[src/pidsep_pkg.sv]
`timescale 1ns / 1ps

package pidsep_pkg;

  localparam int DW     = 32;          // data width, two's complement
  localparam int FRAC   = 16;          // fraction bits
  localparam int SEP_W  = DW - 1;      // separation limit width
  localparam int PW     = 2 * DW + 1;  // raw product width (kd side has a 33-bit operand)
  localparam int WIDE   = PW + 1;      // working width for scaling and clamping
  localparam int CFG_IW = 3;

  localparam logic signed [DW+1:0] HALF_TURN     = (DW+2)'(180) << FRAC;
  localparam logic signed [DW+1:0] NEG_HALF_TURN = -HALF_TURN;
  localparam logic signed [DW+1:0] FULL_TURN     = (DW+2)'(360) << FRAC;

  // bias that turns the floor of an arithmetic shift into truncation toward zero
  localparam logic signed [WIDE-1:0] TRUNC_BIAS = (WIDE'(1) << FRAC) - WIDE'(1);

  typedef enum logic [CFG_IW-1:0] {
    REG_KP   = 3'd0,
    REG_KI   = 3'd1,
    REG_KD   = 3'd2,
    REG_SEP  = 3'd3,
    REG_WRAP = 3'd4
  } cfg_reg_t;

  typedef struct packed {
    logic signed [DW-1:0] target_value;
    logic signed [DW-1:0] measured_value;
  } in_t;

  typedef struct packed {
    logic signed [DW-1:0] drive;
    logic                 saturated;
  } out_t;

  typedef struct packed {
    logic signed [DW-1:0] val;
    logic                 clip;
  } term_t;

  // true when v does not fit in DW signed bits
  function automatic logic sat_ovf(input logic signed [WIDE-1:0] v);
    logic all_one;
    logic all_zero;
    all_one  = &v[WIDE-1:DW-1];
    all_zero = ~(|v[WIDE-1:DW-1]);
    return !(all_one || all_zero);
  endfunction

  function automatic logic signed [DW-1:0] sat_val(input logic signed [WIDE-1:0] v);
    logic signed [DW-1:0] r;
    if (!sat_ovf(v)) begin
      r = v[DW-1:0];
    end else if (v[WIDE-1]) begin
      r = {1'b1, {(DW-1){1'b0}}};
    end else begin
      r = {1'b0, {(DW-1){1'b1}}};
    end
    return r;
  endfunction

endpackage

[src/pidsep_term.sv]
`timescale 1ns / 1ps

// Scales a raw gain product back to Q format: truncate toward zero,
// optional negation, clamp to the data width.
module pidsep_term (
  input  logic signed [pidsep_pkg::PW-1:0] prod,
  input  logic                             negate,
  output pidsep_pkg::term_t                term
);
  import pidsep_pkg::*;

  logic signed [WIDE-1:0] adj;
  logic signed [WIDE-1:0] shifted;
  logic signed [WIDE-1:0] scaled;

  always_comb begin
    adj      = WIDE'(prod) + (prod[PW-1] ? TRUNC_BIAS : WIDE'(0));
    shifted  = adj >>> FRAC;
    scaled   = negate ? -shifted : shifted;
    term.val  = sat_val(scaled);
    term.clip = sat_ovf(scaled);
  end

endmodule
[config.mk]
export PLATFORM = sky130hd
export DESIGN_NAME = pidsep_term
export DESIGN_NICKNAME = d
export VERILOG_FILES = /design/src/pidsep_pkg.sv /design/src/pidsep_term.sv
export SDC_FILE = /design/constraint.sdc
export NUM_CORES = 1
export LEC_CHECK = 0
export BUFFER_PORTS_ARGS = -buffer_cell sky130_fd_sc_hd__buf_2
export CAP_MARGIN = 10
export CORE_UTILIZATION = 62
export DETAILED_ROUTE_END_ITERATION = 12
export GPL_ROUTABILITY_DRIVEN = 0
export PLACE_DENSITY_LB_ADDON = 0.2
export SLEW_MARGIN = 15
export SYNTH_ARGS = -nofsm -noshare
export SYNTH_HDL_FRONTEND = slang
export SYNTH_SLANG_ARGS = --single-unit
[constraint.sdc]
create_clock -name vclk -period 9.73
set_input_delay 0.4865 -clock vclk [all_inputs]
set_output_delay 0.4865 -clock vclk [all_outputs]
set_load 0.02 [all_outputs]
# Yosys cells after proc, flatten, opt, wreduce, memory -nomap -nowiden
# Index checks and enable logic that the tools add are counted.
# classes
addsub,2
n_mul,0
div_mod_pow,0
order_cmp,0
n_eq_ne,0
shifts,0
muxes,4
bitwise_logic,1
n_reduce_logical,4
# ops
operator,count
$add 65x17->66,1
$mux 66,1
$neg 50->66,1
$mux 32,2
$reduce_and 35->1,1
$reduce_or 35->1,1
$mux 16,1
$logic_not 1->1,1
$logic_or 1x1->1,1
$not 1->1,1
# word_totals
register_bits,0
latch_bits,0
mem_bits_rw,0
romBits,0
input_bits,66
output_inout_bits,33
word_cells,11
mem_count,0

# Logic depth before layout (Yosys ltp)
# logic_depth
ltp_word,8
mapped_depth,23
mapped_depth_nobuf,19

# Least setup slack after synthesis
# OpenSTA, ideal clock, no wires.
# synth_timing
path_type,input -> output
start,input prod[14] (netlist bit)
end,output term[10] (netlist bit)
arrival_ns,5.446
t_required_ns,9.244
slack_ns,3.798
path_stages,23
path_buffers,4
cell_sequence,ha_1 > clkbuf_1 > and2_1 > nand3_1 > or4_1 > buf_2 > nand3_1 > nand2_1 > xor2_1 > ha_1 > nand2_1 > mux2i_1 > nand4_1 > or3_1 > clkbuf_1 > nor3_2 > nand3b_1 > o21ai_0 > a31oi_1 > or4b_1 > o21ai_4 > buf_12 > mux2i_1
# synth_lines
element,line,source
from (decl),pidsep_term.sv:6,"input logic signed [pidsep_pkg::PW-1:0] prod,"
to (decl),pidsep_term.sv:8,output pidsep_pkg::term_t term

==> results.yml <==
timing:
  fin_crit_ns: 7.30
  rsz0062_at_grt: "no"
  slew_viol_final: 0
  setup_viol: 0
  setup_tns_ns: 0
  finalHoldViolations: 0
  max_slew_margin_pct: 19.6
  maxClockFrequency_ghz: 0.137
  min_period_over_period_pct: 75.0
  finalWorstSetupSlack_ns: 2.43
  worst_pin_slew_ns: 1.20
synth:
  yosys.area.top_type: "xnor2_1"
  syn_area_mm2: 0.00413
  yosysWarnings: 0
  synth_top_cell_area_share_pct: 13.4
  synthDistinctLibCells: 77
  synth_commonest_cells: "nand2_1, xnor2_1, nor2_1"
  syn-num-nets: 706
  synth_most_common_cell: "nand2_1"
  yosys-top-cells-area: "xnor2_1, mux2i_1, nand2_1, ha_1, a21oi_1"
  avgSynthCellArea_um2: 6.62
  seq_area_frac_synth_pct: 0
  syn_inst: 624
placed_design:
  dp_hpwl_um: 11100
  numPortBuffers: 99
  place_inst: 770
  dpl_worst_slack_ns: 2.16
layout:
  seq_area_um2: 0
  multi_input_area_mm2: 0.00389
  drive_above_1_share_pct: 17.1
  area_growth_pct: 10.8
  seq_cell_count: 0
  clkbuf_count: 0
  n_fill_cell: 597
  fin_cells: 771
  antenna_cells: 0
  fin_nets: 778
grt:
  grt_pass1_wl_um: 22700
  grt_pass1_vias: 4926
  antenna_found_initial: 0
  grt.overflow.total: 0
  grt_max_degree: 58
  grt_util_all_layers_pct: 38.2
detailed_routing:
  routedWlPerCell_um: 17.8
  routed_wl_um: 13700
  firstDrtPassIters: 8
  ant_nets: 0
  drt_iter0_drc: 754
  dr_total_vias: 5483
  drcViolationCount: 0
  via_per_inst: 7.11
die:
  rows: 29
  top_level_ports: 99
  core_area_mm2: 0.00639
  die_height_um: 83.6
  fp.dieW_um: 83.6
  initial_utilization_pct: 64.7
  dieArea_mm2: 0.00700
setup_path:
  arrival_ns: 6.81
  crit_path_max_fanout: 22
  worstSetupPathType: "input port to output port"
  worst_setup_path_start_kind: "input port"
  crit_required_ns: 9.24
  crit_path_end_kind: "output port"
job:
  maxCapViolCount: 0
outcome:
  outcome: "finished clean"
hold_path:
  worstHoldStart: "prod[20]"
  hold_depth: 4
  min_path_type: "input port to output port"
  whs_endpoint: "term[5]"
cts:
  postCtsHoldBufs: 0
  ctsResizeCount: 0
  post_cts_buffers: 0
power:
  power.density_mw_per_mm2: 39.8
  peakVddDrop_uv: 38.7
  p_leak_nw: 1.49
[stage by stage]
stage	power, mW	hold slack [ns]	cell area, µm²	util, %
after floorplan	0.121	1.22	4130	-
after global placement	0.173	1.47	4550	71.3
after detailed placement	0.177	1.47	4550	71.3
after CTS	0.178	1.47	4550	71.3
after global routing	0.198	1.51	4580	71.7
final	0.182	1.48	4580	71.7
[layout make-up]
type / count / share of cell area, %
Multi-Input combinational cell: 577 / 85.0
Tap cell: 77 / 2.10
Inverter: 16 / 1.31
Timing Repair Buffer: 101 / 11.6
[report_power, final]
part	internal, mW	switching (mW)
Combinational	0.0662	0.116
Sequential	0	0
Clock	0	0
[worst max-delay path by stage]
stage | startpoint | to | slack (ns) | depth (start not counted)
final | prod[64] | term[11] | 2.43 | 22
after global routing | prod[64] | term[11] | 1.98 | 22
after CTS | prod[64] | term[28] | 2.15 | 21
after detailed placement | prod[64] | term[28] | 2.16 | 21
after global placement | prod[64] | term[28] | 2.44 | 17
after floorplan | prod[14] | term[10] | 3.80 | 23
[worst max-delay path, cell delays in order]
cell,delay [ns]
buf_2,0.22
ha_1,0.38
nand2_1,0.14
or2_0,0.26
or4_1,0.74
nand3_1,0.32
nand2_1,0.11
xor2_1,0.21
ha_1,0.23
nand2_1,0.08
mux2i_1,0.23
nand4_1,0.24
nor3_1,0.62
nand4_1,0.22
nor3_1,0.38
xnor2_1,0.17
a31oi_1,0.09
or4b_1,0.59
o21ai_4,0.44
buf_16,0.24
mux2i_1,0.20
buf_2,0.19
[cell families (layout without fill, tap and decap cells)]
| kind of cell | count (synthesis) | count (layout) | share of synthesized area, % |
|---|---|---|---|
| multiplexers | 39 | 39 | 9.51 |
| adder cells (fa/ha/maj) | 17 | 17 | 5.09 |
| buffers and inverters | 47 | 117 | 5.84 |
| AO/OA/AOI/OAI | 152 | 152 | 24.9 |
| XOR/XNOR | 82 | 82 | 17.4 |
| AND/OR/NAND/NOR | 287 | 287 | 37.2 |
[cell usage in the layout, fill, tap and decap left out, drive strengths merged, types with 3 or more instances in the layout]
cell type and instances:
a2111oi 3, a211oi 10, a21o 3, a21oi 39, a311oi 5, a31oi 18
a41o 3, a41oi 3, and2 12, and3 9, and4 3, buf 101
ha 16, inv 15, mux2i 37, nand2 64, nand2b 5, nand3 38
nand4 29, nor2 44, nor3 29, nor4 18, o2111ai 3, o211ai 3
o21ai 28, o22ai 3, o311ai 5, o31ai 9, or2 5, or3 11
or4 7, xnor2 63, xor2 19
[metal layers]
layer	GRT usage, %	wire length (µm)	up-vias
met2	62.3	5920	421
met4	12.2	513	0
met1	51.6	5500	2455
met5	0	0	-
li1	-	-	2539
met3	5.54	1750	68
Note: power is estimated with default switching activity, not from simulation.
